--- src/hw/rtl/i2cdws_pkg.sv ---
// Types, constants and symbol decode shared by the DAC write sequencer files.
package i2cdws_pkg;

  localparam int unsigned IdxW = 6;
  localparam logic [IdxW-1:0] LastIdx = 6'd48;
  localparam logic [7:0] HighByteMark = 8'hC0;

  typedef enum logic [1:0] {
    SymStart = 2'd0,
    SymData  = 2'd1,
    SymAck   = 2'd2,
    SymStop  = 2'd3
  } sym_kind_e;

  typedef enum logic [1:0] {
    SelAddr = 2'd0,
    SelHigh = 2'd1,
    SelLow  = 2'd2,
    SelCmd  = 2'd3
  } byte_sel_e;

  typedef struct packed {
    logic [7:0]  command_byte;
    logic [11:0] dac_code;
    logic [7:0]  device_address;
  } req_t;

  typedef struct packed {
    sym_kind_e symbol_kind;
    logic      bit_value;
    logic      last_symbol;
  } sym_t;

  typedef struct packed {
    sym_kind_e kind;
    byte_sel_e sel;
    logic [2:0] pos;
  } sym_dec_t;

  // Position in the 49-symbol frame to kind, source byte and bit (MSB first).
  function automatic sym_dec_t sym_decode(logic [IdxW-1:0] idx);
    sym_dec_t d;
    logic [IdxW-1:0] top;
    d.kind = SymData;
    d.sel  = SelAddr;
    top    = '0;
    case (idx) inside
      6'd0, 6'd29:       d.kind = SymStart;
      6'd28:             d.kind = SymStop;
      6'd9, 6'd18, 6'd27, 6'd38, 6'd47: d.kind = SymAck;
      [6'd1:6'd8]:   begin d.sel = SelAddr; top = 6'd8;  end
      [6'd10:6'd17]: begin d.sel = SelHigh; top = 6'd17; end
      [6'd19:6'd26]: begin d.sel = SelLow;  top = 6'd26; end
      [6'd30:6'd37]: begin d.sel = SelAddr; top = 6'd37; end
      [6'd39:6'd46]: begin d.sel = SelCmd;  top = 6'd46; end
      default:           d.kind = SymStop;
    endcase
    d.pos = 3'(top - idx);
    return d;
  endfunction

endpackage

--- src/hw/rtl/i2c_dac_write_sequencer_core.sv ---
// Top level: turns one DAC write request into the bus symbols of two I2C writes.
// The request is registered with the busy flag first; the first symbol then enters the output register.
// Throughput: one symbol per cycle from the symbol counter, 49 symbols per request;
//   the next request is taken in the cycle the final stop enters the output register.
// Output stalls hold the counter, so the rate follows the downstream ready.
// Reset (rst_ni low, asynchronous): sequencer idle, no symbol pending.
module i2c_dac_write_sequencer_core (
  input  logic               clk_i,
  input  logic               rst_ni,
  input  logic               in_valid_i,
  output logic               in_ready_o,
  input  i2cdws_pkg::req_t   in_data_i,
  output logic               out_valid_o,
  input  logic               out_ready_i,
  output i2cdws_pkg::sym_t   out_data_o
);
  import i2cdws_pkg::*;

  // Held request and position in its symbol frame
  req_t            req_q;
  logic            busy_q, busy_d;
  logic [IdxW-1:0] idx_q, idx_d;

  // Output register: parts the symbol generator from the downstream ready
  logic out_valid_q, out_valid_d;
  sym_t out_q, out_d;

  sym_dec_t   dec;
  logic [7:0] cur_byte;
  logic       advance;     // a symbol moves into the output register this cycle
  logic       take;        // request transaction

  assign advance = busy_q && (!out_valid_q || out_ready_i);
  // Free once idle, or while the final stop is being issued
  assign in_ready_o = !busy_q || (advance && (idx_q == LastIdx));
  assign take = in_valid_i && in_ready_o;

  assign dec = sym_decode(idx_q);

  always_comb begin
    case (dec.sel)
      SelAddr: cur_byte = req_q.device_address;
      SelHigh: cur_byte = HighByteMark | {4'h0, req_q.dac_code[11:8]};
      SelLow:  cur_byte = req_q.dac_code[7:0];
      default: cur_byte = req_q.command_byte;
    endcase
  end

  always_comb begin
    busy_d      = busy_q;
    idx_d       = idx_q;
    out_valid_d = out_valid_q;
    out_d       = out_q;
    if (out_valid_q && out_ready_i) begin
      out_valid_d = 1'b0;
    end
    if (advance) begin
      out_valid_d       = 1'b1;
      out_d.symbol_kind = dec.kind;
      out_d.bit_value   = (dec.kind == SymAck) ||
                          ((dec.kind == SymData) && cur_byte[dec.pos]);
      out_d.last_symbol = (idx_q == LastIdx);
      idx_d             = idx_q + 1'b1;
      if (idx_q == LastIdx) begin
        busy_d = 1'b0;
      end
    end
    if (take) begin
      busy_d = 1'b1;
      idx_d  = '0;
    end
  end

  always_ff @(posedge clk_i or negedge rst_ni) begin
    if (!rst_ni) begin
      busy_q      <= 1'b0;
      idx_q       <= '0;
      out_valid_q <= 1'b0;
    end else begin
      busy_q      <= busy_d;
      idx_q       <= idx_d;
      out_valid_q <= out_valid_d;
    end
  end

  // Payload registers, no reset
  always_ff @(posedge clk_i) begin
    out_q <= out_d;
    if (take) begin
      req_q <= in_data_i;
    end
  end

  assign out_valid_o = out_valid_q;
  assign out_data_o  = out_q;

endmodule

--- config.mk ---
export PLATFORM = sky130hd
export DESIGN_NAME = i2c_dac_write_sequencer_core
export DESIGN_NICKNAME = d
export VERILOG_FILES = /design/src/hw/rtl/i2cdws_pkg.sv /design/src/hw/rtl/i2c_dac_write_sequencer_core.sv
export SDC_FILE = /design/constraint.sdc
export NUM_CORES = 1
export LEC_CHECK = 0
export ABC_AREA = 1
export BUFFER_PORTS_ARGS = -buffer_cell sky130_fd_sc_hd__buf_2
export CAP_MARGIN = 10
export CORE_ASPECT_RATIO = 0.8
export CORE_MARGIN = 4
export CORE_UTILIZATION = 61
export CTS_CLUSTER_DIAMETER = 50
export CTS_CLUSTER_SIZE = 12
export DETAILED_ROUTE_END_ITERATION = 10
export PLACE_DENSITY_LB_ADDON = 0.3
export SYNTH_ARGS = -nofsm -noshare
export SYNTH_HDL_FRONTEND = slang
export SYNTH_SLANG_ARGS = --single-unit
--- constraint.sdc ---
create_clock -name clk_i -period 4.75 [get_ports clk_i]
set_input_delay 0.2375 -clock clk_i [delete_from_list [all_inputs] [get_ports clk_i]]
set_output_delay 0.2375 -clock clk_i [all_outputs]
set_load 0.01 [all_outputs]
# Word level (Yosys, flattened, before mapping)

Index checks and enable logic that the tools add are counted.

Flip-flop bits (word level): 40
Bits of input ports: 32
Output and inout bits: 6
Logic and storage cells: 91

Add/subtract/negate cells: 2
$lt $le $gt $ge: 11
Eq/ne operators: 12
Multiplexer cells: 34
Reductions and logical operators: 23

Operator list:

| kind                                                                              | number |
|---|---|
| 2-bit 2-to-1 mux                                                                  | 16 |
| 6-bit by 5-bit == test with 1-bit output (second input constant)                  | 4 |
| 3-bit 2-to-1 mux                                                                  | 8 |
| 8-bit case mux with 3 select lines                                                | 1 |
| 6-bit == test (second input constant)                                             | 3 |
| 6-bit by 5-bit >= comparator with 1-bit output (second input constant)            | 2 |
| 6-bit by 5-bit less-or-equal comparator with 1-bit output (second input constant) | 2 |
| 6-bit less-or-equal comparator (second input constant)                            | 2 |
| 6-bit 2-to-1 mux                                                                  | 2 |
| 1-bit logical AND                                                                 | 10 |
| 6-bit by 1-bit adder with 6-bit output (second input constant)                    | 1 |
| 6-bit by 4-bit == test with 1-bit output (second input constant)                  | 1 |
| 6-bit by 1-bit >= comparator with 1-bit output (second input constant)            | 1 |
| 6-bit by 4-bit >= comparator with 1-bit output (second input constant)            | 1 |
| 6-bit >= comparator (second input constant)                                       | 1 |
| 6-bit by 4-bit less-or-equal comparator with 1-bit output (second input constant) | 1 |
| 6-bit zero test                                                                   | 1 |
| 1-bit 2-to-1 mux                                                                  | 6 |
| 2-bit nonzero test                                                                | 3 |
| 5-bit OR reduction                                                                | 1 |
| 2-bit by 1-bit == test with 1-bit output (second input constant)                  | 2 |
| 2-bit == test (second input constant)                                             | 2 |
| 3-bit by 4-bit less-than comparator with 1-bit output (second input constant)     | 1 |
| 1-bit binary-select mux with 3-bit select                                         | 1 |
| other kinds (6)                                                                   | 9 |

# Longest topological paths before layout

Gate-level depths: netlist of run 1.

Word-level depth: 16
Mapped depth: 22
Depth with buffers taken out: 21

# Worst setup path after synthesis of run 1

No wires, ideal clock.

Path type: register -> register
From: register idx_q[1]
To: register idx_q[1]
Setup time: 130 ps
Arrival time: 2964 ps
Data required time: 4620 ps
Path slack: 1655 ps
Cell stages (with the launch flop): 10
Path buffers: 0
Period minus slack after synthesis: 3095 ps
Path through: dfrtp_1 -> inv_1 -> ha_1 -> nand2_4 -> nor3_1 -> a21oi_1 -> nor2_1 -> inv_1 -> nand2_1 -> o21ai_0

Longest elaborated chain between the ends: 5
Elaborated cells on any way between the ends: 8
Classes of those cells: add/sub: 1; eq/ne: 1; mux: 2; reduce/logical: 4

Ends and longest elaborated chain:

| what                                                                                           | line                               | source |
|---|---|---|
| start, declared                                                                                | i2c_dac_write_sequencer_core.sv:22 | `logic [IdxW-1:0] idx_q, idx_d;` |
| start signal, assigned                                                                         | i2c_dac_write_sequencer_core.sv:81 | `idx_q <= idx_d;` |
| parallel branches: the longest is 5 deep, another holds 6-bit by 1-bit adder with 6-bit output | --                                 |  |

Parallel ways; which one is timed is not known. The select of a mux whose other input is x is not followed.
A chain may end at the register's enable or synchronous reset.

# Final worst setup path of run 1

From: register idx_q[1]
To: register out_q (netlist bit out_data_o[1]), data pin

Longest elaborated chain between the ends: 16
Elaborated cells on any way between the ends: 60
Classes of those cells: add/sub: 1; order compare: 10; eq/ne: 11; mux: 27; reduce/logical: 11

Ends and longest elaborated chain:

| what                                                                                        | line                               | source |
|---|---|---|
| 6-bit >= comparator (not written as such) or 6-bit less-or-equal comparator (tied branches) | i2c_dac_write_sequencer_core.sv:38 | `assign dec = sym_decode(idx_q);` |
| 1-bit logical AND (not written as such)                                                     | i2c_dac_write_sequencer_core.sv:38 |  |
| 2-bit 2-to-1 mux (8 in series)                                                              | i2cdws_pkg.sv:47                   | `case (idx) inside` |
| 2-bit == test, or another cell as far along                                                 | i2c_dac_write_sequencer_core.sv:41 | `case (dec.sel)` |
| 8-bit case mux with 3 select lines                                                          | i2c_dac_write_sequencer_core.sv:41 |  |
| 1-bit binary-select mux with 3-bit select                                                   | i2c_dac_write_sequencer_core.sv:61 | `((dec.kind == SymData) && cur_byte[dec.pos]);` |
| 1-bit 2-to-1 mux (not written as such)                                                      | i2c_dac_write_sequencer_core.sv:61 |  |
| 1-bit logical AND                                                                           | i2c_dac_write_sequencer_core.sv:61 |  |
| 1-bit logical OR (*)                                                                        | i2c_dac_write_sequencer_core.sv:60 | `out_d.bit_value = (dec.kind == SymAck) \|\|` |
| end signal, assigned                                                                        | i2c_dac_write_sequencer_core.sv:88 | `out_q <= out_d;` |
| end, declared                                                                               | i2c_dac_write_sequencer_core.sv:26 | `sym_t out_q, out_d;` |

Every way passes the cells marked *; elsewhere a longest branch is shown, timed or not. The select of a mux whose other input is x is not followed.

==> results of run 1 <==
-- sequential cells by signal, summed over array words and instances (netlist names) --
register	count
busy_q	1
idx_q	6
out_data_o	4
out_valid_o	1
req_q	28
-- metrics by stage --
step / util (%) / hold slack, ns / power [mW] / instances / setup slack, ns
after CTS: 72.7 / 0.105 / 2.17 / 365 / 1.63
after global placement: 69.5 / 0.0864 / 1.84 / 356 / 1.75
after detailed placement: 69.5 / 0.0887 / 1.87 / 356 / 1.64
after floorplan: - / -0.0581 / 1.62 / 266 / 1.66
after global routing: 72.7 / 0.0969 / 2.38 / 365 / 1.24
final: 72.7 / 0.114 / 2.18 / 365 / 1.61
-- logic make-up (layout without fill, tap and decap cells) --
family	Yosys count	after routing	share of synthesized area [%]
flops	40	40	48.4
xor+xnor	2	2	0.730
mux	1	1	0.417
buf+inv	49	93	8.03
compound gates	19	19	5.16
simple gates	149	149	34.1
fa+ha+maj	6	6	3.13
-- worst register-to-register path, stage by stage, from the launching register on --
cell,delay [ns]
dfrtp_1,0.46
inv_1,0.22
ha_1,0.35
nand3_1,0.11
nand3_1,0.09
nand2_1,0.29
nand2_1,0.17
nand2_1,0.07
ha_1,0.41
mux2i_1,0.22
nand3_1,0.09
nand2_1,0.08
inv_1,0.04
nand2_1,0.05
nand2_1,0.04
inv_1,0.06
a21oi_2,0.05
nand2_1,0.05
nand2_1,0.04
-- cell usage in the layout, fill, tap and decap left out, types with 6 or more instances in the layout --
| master | instances |
|---|---|
| nor2_2 | 6 |
| nand4_1 | 10 |
| nand3_1 | 33 |
| buf_2 | 37 |
| inv_1 | 34 |
| edfxtp_1 | 32 |
| ha_1 | 6 |
| inv_2 | 12 |
| nor2_1 | 9 |
| nand2_1 | 60 |
| nand2_2 | 7 |
| dfrtp_1 | 8 |
| o21ai_0 | 6 |
-- per-layer routing --
| layer | wire [um] | GRT usage (%) | vias to the layer above |
|---|---|---|---|
| met2 | 2040 | 30.7 | 74 |
| met5 | 0 | 0 | - |
| met3 | 375 | 5.63 | 16 |
| met1 | 2330 | 30.9 | 850 |
| met4 | 118 | 9.61 | 0 |
| li1 | - | - | 969 |
-- layout make-up --
type	count	area, um^2
multi-input combinational	177	1050
tap	55	68.8
sequential	40	1160
clock inverter	3	42.5
fill	307	1040
timing repair buffer	39	203
inverter	46	173
clock buffer	5	68.8
-- final timing paths --
kind,depth (start not counted),end,startpoint,slack [ns]
max,18,out_data_o[1],idx_q[1],1.61
min,1,req_q[25],in_data_i[25],0.11
max reg2reg,18,out_data_o[1],idx_q[1],1.61
min reg2reg,2,out_valid_o,busy_q,0.49
max in group asynchronous,2,idx_q[1],rst_ni,4.29
min in group asynchronous,2,busy_q,rst_ni,0.30
-- power groups by stage --
stage	Sequential (mW)	Clock [mW]	Combinational (mW)
6_report	0.513	0.270	1.40
5_1_grt	0.524	0.297	1.56
4_1_cts	0.512	0.277	1.38
3_5_place_dp	0.519	0	1.35
3_3_place_gp	0.517	0	1.33
2_1_floorplan	0.503	0	1.12
==> flow_summary_export.csv, run 1 <==
group,metric,value,unit
run_status,status,"finished clean",
timing,relSlewSlack,67.9,%
yosys,yosysMostFrequentCell,"nand2_1",
global_route,grt_pass1_wl,8400,um
power,clockPowerShare,12.4,%
clock_network,post_cts_buffers,0,
timing,fin_crit,3.14,ns
power,power.share.combinational,64.1,%
floorplanning,rows,20,
yosys,yosysTopAreaCellShare,40.1,%
power,sw_frac_of_total,50.6,%
finish,final_layout_size_suffix_gt1_share,29.7,%
route,drt_wl_total,4870,um
setup_path,path_buf_inv,3,
floorplanning,die-area,5010,um^2
timing,worst_slew_pin_slew,0.480,ns
setup_path,crit_chain,"inv_1 > ha_1 > nand3_1 > nand3_1 > nand2_1 > nand2_1 > nand2_1 > ha_1 > mux2i_1 > nand3_1 > nand2_1 > inv_1 > nand2_1 > nand2_1 > inv_1 > a21oi_2 > nand2_1 > nand2_1",
clock_network,htree_levels,2,
timing,hold_viol_final,0,
yosys,synth.area.top_cells,"edfxtp_1 (40%), nand2_1 (9.4%), dfrtp_1 (8.3%)",
timing,rsz0062_at_grt,"no",
yosys,ys_seq_elements,40,
floorplanning,io_pins,38,
yosys,avgSynthCellArea,9.02,um^2
finish,n_antenna_cell,0,
clock_network,cts_hold_buf,1,
placed_design,io_buffers,37,
yosys,synth-main-ff-cell,"edfxtp_1",
setup_path,cp_top_family,"simple AND/OR/NAND/NOR gates",
setup_path,crit_top_cell,"nand2_1",
floorplanning,die_h,64.1,um
route,drt_iter0_drc,200,
yosys,synth_fp_nets,304,
clock_network,clk_pin_slew_worst_paths,0.08,ns
global_route,grt_usage,21.6,%
setup_path,critPathMaxFanout,12,
timing,max_freq,0.318,GHz
power,power.share.sequential,23.5,%
power,power_switching,1.10,mW
setup_path,crit_type,"reg2reg",
finish,fin_nets,347,
route,ant_nets,0,
setup_path,slowest_delay,0.46,ns
setup_path,crit_path_start_kind,"flop",
power,p_int,1.08,mW
floorplanning,die_x,78.1,um
clock_network,cts.sink_count,40,
yosys,synth_edf_count,32,
timing,fin_skew,0.00513,ns
timing,fin_crit_sh,66.2,%
power,peakVddDrop,0.394,mV
placed_design,post_dp_cell_area,2640,um^2
min_path,min_path_type,"in2reg",
route,viasPerCell,5.23,
clock_network,ctsResizeCount,0,
power,cellLeakagePower,1.31,nW
clock_network,cts_tree,"yes",
floorplanning,core,3800,um^2
job,drv_cap,0,
power,powerDensity,789,nW/um^2
yosys,synthTopCellsByCount,"nand2_1 (60), inv_1 (34), nand3_1 (33)",
clock_network,cts_buffers,5,
clock_network,clk_latency,0.29,ns
setup_path,crit_slowest_cell,"dfrtp_1",
finish,final_cell_area,2760,um^2
timing,slew_viol_final,0,
setup_path,cp-end-kind,"flop",
yosys,synth-seq-area-share,48.4,%
clock_network,cts_max_path_buffers,2,
route,wire_per_inst,13.3,um
finish,area_growth,15.2,%
yosys,syn_inst,266,
clock_network,cts_root_buffer,"clkbuf_8",
placed_design,dpl.hpwl,3690,um
route,num_vias,1909,
yosys,async_flop_share,20.0,%
setup_path,required,4.80,ns
yosys,synth.distinct_cells,33,
route,drc_errors,0,
global_route,grt_max_degree,33,
yosys,syn_area,2400,um^2
route,dr.pass1.iters,4,
yosys,yosysWarnings,0,
global_route,first_global_vias,1839,
timing,tns,0,ns
setup_path,critPathArrivalTime,3.19,ns
global_route,antenna_found_initial,0,
yosys,synth_top_cell_by_area,"edfxtp_1",
timing,setup_viol,0,
global_route,gr-total-overflow,0,
floorplanning,initial_utilization,63.1,%
placed_design,gp_congestion,1.00,
(Power assumes the default switching activity.)
==> run 2, diff against run 1 <==
- CORE_UTILIZATION: 61 -> 51
- clock period: 4.75 -> 2.6 ns (I/O delays scaled with it)
==> run 2 against run 1 <==
First-iteration DRC count rose by 20%; clock power increased by 96%; sequential cell count is the same; hold slack got worse by 0.10 ns; global-route usage up 0.057 points; die area is 17% higher; sequential share of layout area is 6.8 points lower; sequential power increased by 84%.
==> flow_summary_export.csv, run 2 (same netlist as run 1, synthesis figures left out) <==
group,metric,value,unit
timing,fin_crit_sh,99.8,%
timing,relSlewSlack,62.5,%
clock_network,cts.sink_count,40,
setup_path,critPathArrivalTime,2.67,ns
finish,regMostFlops,"req_q",
timing,hold_viol_final,0,
placed_design,gp_congestion,0.986,
finish,final_common_cell,"nand2_1",
route,drt_wl_total,6150,um
global_route,antenna_found_initial,0,
global_route,top_usage_layer,"met2",
global_route,grt_usage,21.6,%
setup_path,required,2.68,ns
floorplanning,rows,22,
finish,area_growth,38.1,%
setup_path,crit_path_start_kind,"flop",
placed_design,io_buffers,37,
route,num_vias,2136,
global_route,use_met3,5.46,%
clock_network,cts_tree,"yes",
finish,fin_nets,393,
floorplanning,initial_utilization,52.5,%
floorplanning,io_pins,38,
clock_network,cts_buffers,5,
floorplanning,die_x,84.7,um
clock_network,htree_levels,2,
finish,fill_cells,326,
route,dr.pass1.iters,5,
timing,tns,0,ns
timing,fin_crit,2.60,ns
floorplanning,core,4570,um^2
route,ant_nets,0,
route,viasPerCell,5.13,
timing,rsz0062_at_grt,"yes",
finish,final_cell_mix,"nand2_1 (57), buf_2 (37), nand3_1 (32), edfxtp_1 (32), inv_1 (30)",
global_route,use_met2,34.3,%
finish,multi_input_area,1160,um^2
route,wire_per_inst,14.8,um
finish,n_antenna_cell,0,
setup_path,crit_type,"reg2reg",
timing,max_freq,0.385,GHz
finish,final_layout_size_suffix_gt1_share,37.6,%
global_route,met1_usage,29.6,%
route,drt_iter0_drc,240,
floorplanning,die-area,5870,um^2
placed_design,dpl.hpwl,4200,um
route,drc_errors,0,
timing,worst_slew_pin_slew,0.562,ns
power,peakVddDrop,0.764,mV
finish,largest_reg_flops,28,
clock_network,clk_pin_slew_worst_paths,0.09,ns
placed_design,pre_cts_ws,-0.0684,ns
run_status,status,"finished clean",
timing,setup_ws,0.00457,ns
timing,slew_viol_final,0,
clock_network,cts_max_path_buffers,2,
global_route,grt_max_degree,21,
clock_network,cts_root_buffer,"clkbuf_8",
power,powerDensity,1400,nW/um^2
power,cellLeakagePower,1.52,nW
min_path,min_path_type,"in2reg",
setup_path,cp-end-kind,"flop",
floorplanning,die_h,69.3,um
timing,setup_viol,0,
global_route,grt_pass1_wl,10100,um
setup_path,critPathMaxFanout,7,
global_route,gr-total-overflow,0,
finish,ff_latch_area,1170,um^2
timing,fin_skew,0.0121,ns
job,drv_cap,0,
global_route,first_global_vias,2142,
clock_network,clk_latency,0.31,ns
[run 2: changes by cell type in the layout (fill, tap and decap cells not counted), sizes merged]
cell and change:
buf +22, clkinvlp +1, clkinv -2, dlygate4sd3 +24, inv +1
[run 2: critical path, cell delays in order (launching register included)]
cell	delay (ns)
dfrtp_2	0.48
inv_4	0.11
ha_4	0.18
inv_2	0.05
nand3_1	0.07
nand2_1	0.06
nand2_1	0.08
nand2_2	0.11
nand2_2	0.10
nand2_2	0.07
ha_4	0.31
mux2i_1	0.21
nand3_1	0.10
nand2_1	0.08
inv_1	0.03
nand2_1	0.06
nand2_1	0.06
inv_2	0.05
a21oi_2	0.04
nand2_1	0.06
nand2_1	0.04
[run 2: layout make-up]
type / count / area share (%)
clock buffer: 5 / 2.08
clock inverter: 3 / 1.40
inverter: 46 / 5.36
multi-input combinational: 177 / 34.9
sequential: 40 / 35.2
tap: 60 / 2.27
timing repair buffer: 85 / 18.7
[run 2: metrics by stage]
step           cells  instance area [um^2]  hold WS (ns)  power, mW  utilization [%]
2_1_floorplan    266                  2450        -0.166       3.07                -
3_3_place_gp     381                  2850       -0.0167       3.74             62.5
3_5_place_dp     381                  2850       -0.0156       3.81             62.5
4_1_cts          409                  3180      0.000178       4.43             69.7
5_1_grt          416                  3310       0.00225       5.04             72.5
6_report         416                  3310        0.0107       4.64             72.5
[run 2: worst paths after layout]
| check | start | to | slack, ns | cells past startpoint |
|---|---|---|---|---|
| min in group asynchronous | rst_ni | idx_q[5] | 0.20 | 2 |
| min | in_data_i[24] | req_q[24] | 0.01 | 1 |
| min reg2reg | busy_q | out_valid_o | 0.49 | 2 |
| max in group asynchronous | rst_ni | idx_q[0] | 2.20 | 2 |
| max reg2reg | idx_q[1] | out_data_o[1] | 0.005 | 20 |
| max | idx_q[1] | out_data_o[1] | 0.005 | 20 |
[run 2: power by group]
group / internal [mW] / total, mW / leakage (nW) / switching (mW)
sequential: 0.823 / 0.944 / 0.373 / 0.121
clock: 0.289 / 0.530 / 0.0548 / 0.241
combinational: 1.25 / 3.16 / 1.09 / 1.91
total: 2.37 / 4.64 / 1.52 / 2.27
[run 2: timing repair]
action,in CTS,in global routing
setup endpoints to repair,1,1
gates resized for setup,4,14
hold buffers,20,5
pin swaps,0,8
hold endpoints to repair,27,5
setup buffers,0,2
[run 2: layer usage]
metal | part of all wire, % | wire [um]
met5 | 0 | 0
met4 | 1.6 | 97
met3 | 6.9 | 425
met2 | 48 | 2950
met1 | 44 | 2680
==> run 3, diff against run 2 <==
- GPL_TIMING_DRIVEN: not set -> 0
==> run 3 against run 2 <==
The run now ends with hold timing, setup timing left; final area grew 1.0%; critical path type unchanged; core utilization grew 0.74 points; count of clock-buffer cells in the layout is the same; clock skew grew 0.0023 ns; sequential power shrank 0.4%; largest power group unchanged; via count grew 2.2%.
==> flow_summary_export.csv, run 3 (same netlist as run 1, synthesis figures left out) <==
group,metric,value,unit
setup_path,crit_type,"reg2reg",
placed_design,io_buffers,37,
setup_path,crit_chain,"inv_4 > ha_4 > buf_4 > a21oi_4 > nand2_4 > buf_4 > buf_4 > nor3_4 > nand2_4 > o21ai_1 > inv_1 > nand2_1 > nand2_1 > nand2_2 > nand3_2 > nand2_1 > nand2_1",
route,drc_errors,0,
finish,largest_reg_flops,28,
route,dr.pass1.iters,5,
setup_path,crit_end,"out_data_o[1]",
min_path,holdPathStages,1,
min_path,min_from,"in_data_i[25]",
clock_network,cts_root_buffer,"clkbuf_8",
setup_path,critPathMaxFanout,5,
setup_path,r2r_slack,-0.10,ns
setup_path,cp_top_family,"simple AND/OR/NAND/NOR gates",
global_route,gr-total-overflow,0,
timing,fin_skew,0.0145,ns
clock_network,cts.sink_count,40,
clock_network,clk_latency,0.30,ns
placed_design,dpl.hpwl,3780,um
power,peakVddDrop,0.653,mV
setup_path,cp.depth,17,
timing,rsz0062_at_grt,"yes",
timing,fin_crit,2.70,ns
clock_network,cts_tree,"yes",
setup_path,path_buf_inv,5,
setup_path,crit_top_cell,"nand2_1",
setup_path,crit_start,"idx_q[1]",
setup_path,crit_path_start_kind,"flop",
clock_network,cts_buffers,5,
floorplanning,die-area,5870,um^2
timing,worst_slew_pin_slew,0.465,ns
power,total_power,4.83,mW
route,ant_nets,0,
clock_network,cts_max_path_buffers,2,
timing,fin_crit_sh,104,%
setup_path,crit_slowest_cell,"dfrtp_2",
run_status,status,"finished, violations left",
global_route,grt_pass1_wl,9720,um
timing,hold_slack,-0.000108,ns
route,wire_per_inst,15.2,um
timing,max_freq,0.370,GHz
setup_path,worst_r2r_endpoint,"out_data_o[1]",
setup_path,r2r_cells,17,
min_path,min_path_type,"in2reg",
run_status,violations,"hold timing, setup timing",
global_route,grt_max_degree,21,
timing,slew_viol_final,0,
finish,final_cell_mix,"nand2_1 (56), buf_2 (37), edfxtp_1 (32)",
global_route,grt_usage,21.2,%
setup_path,cp-end-kind,"flop",
setup_path,required,2.65,ns
timing,hold_viol_final,1,
floorplanning,io_pins,38,
finish,final_layout_size_suffix_gt1_share,39.3,%
setup_path,critPathArrivalTime,2.76,ns
setup_path,timing.rr.start,"idx_q[1]",
route,num_vias,2183,
timing,relSlewSlack,68.7,%
global_route,antenna_found_initial,0,
floorplanning,initial_utilization,52.5,%
clock_network,htree_levels,2,
route,drt_iter0_drc,281,
floorplanning,die_h,69.3,um
finish,area_growth,39.5,%
power,powerDensity,1440,nW/um^2
finish,fin_util,73.2,%
finish,final_cell_area,3350,um^2
route,drt_wl_total,6390,um
placed_design,gp_congestion,0.903,
route,viasPerCell,5.19,
floorplanning,rows,22,
finish,regMostFlops,"req_q",
floorplanning,core,4570,um^2
finish,final_common_cell,"nand2_1",
job,drv_cap,0,
floorplanning,die_x,84.7,um
timing,setup_viol,1,
finish,n_antenna_cell,0,
finish,fin_nets,398,
timing,setup_ws,-0.105,ns
clock_network,clk_pin_slew_worst_paths,0.09,ns
power,cellLeakagePower,1.54,nW
setup_path,slowest_delay,0.46,ns
placed_design,post_dp_cell_area,2730,um^2
global_route,first_global_vias,2099,
run 3: cell types whose count changed in the layout (fill, tap and decap cells not counted), moves of 2 or more:
cell	change
inv_2	-4
dlygate4sd3_1	-3
buf_8	+2
buf_4	+5
nand2_2	+3
inv_4	+3
nand3_2	+2
nand2_4	-2
buf_6	+2
run 3: metrics by stage:
stage | TNS [ns] | std cells | worst slack, ns | hold slack [ns]
detailed placement | -0.258 | 364 | -0.258 | -0.0139
global placement | -6.78 | 363 | -0.382 | -0.0176
finish | -0.105 | 421 | -0.105 | -0.000108
global route | -0.232 | 421 | -0.232 | 0.000841
floorplan | 0 | 266 | 0.00696 | -0.166
CTS | -0.0265 | 404 | -0.0265 | 0.00118
run 3: final cells by class:
cell class / count / area, um^2
fill: 319 / 1220
clock inverter: 3 / 42.5
inverter: 46 / 185
sequential: 40 / 1170
clock buffer: 5 / 68.8
buffer: 3 / 37.5
multi-input combinational: 177 / 1150
tap: 60 / 75.1
timing repair buffer: 87 / 623
run 3: power breakdown:
| part | total (mW) | switching (mW) | internal, mW |
|---|---|---|---|
| clock | 0.516 | 0.232 | 0.284 |
| combinational | 3.38 | 1.97 | 1.40 |
| sequential | 0.940 | 0.118 | 0.823 |
| total | 4.83 | 2.32 | 2.51 |
run 3: timing repair:
action / CTS / global route
setup buffers: 17 / 10
hold buffers: 15 / 7
pin swaps: 14 / 9
endpoints found under the setup margin: 1 / 5
endpoints found under the hold margin: 22 / 7
gates resized for setup: 10 / 11
run 3: how the worst min path moves through the flow:
stage	to	slack, ns
global placement	out_valid_o	-0.02
floorplan	busy_q	-0.17
global route	req_q[25]	0.0008
detailed placement	out_valid_o	-0.01
finish	req_q[25]	-0.0001
CTS	req_q[0]	0.001
run 3: metal layers:
layer | track usage (%) | share of wire (%) | vias up
li1 | - | - | 1074
met1 | 27.8 | 42 | 998
met2 | 33.2 | 48 | 91
met3 | 5.23 | 7.1 | 20
met4 | 9.84 | 3.1 | 0
met5 | 0 | 0 | -
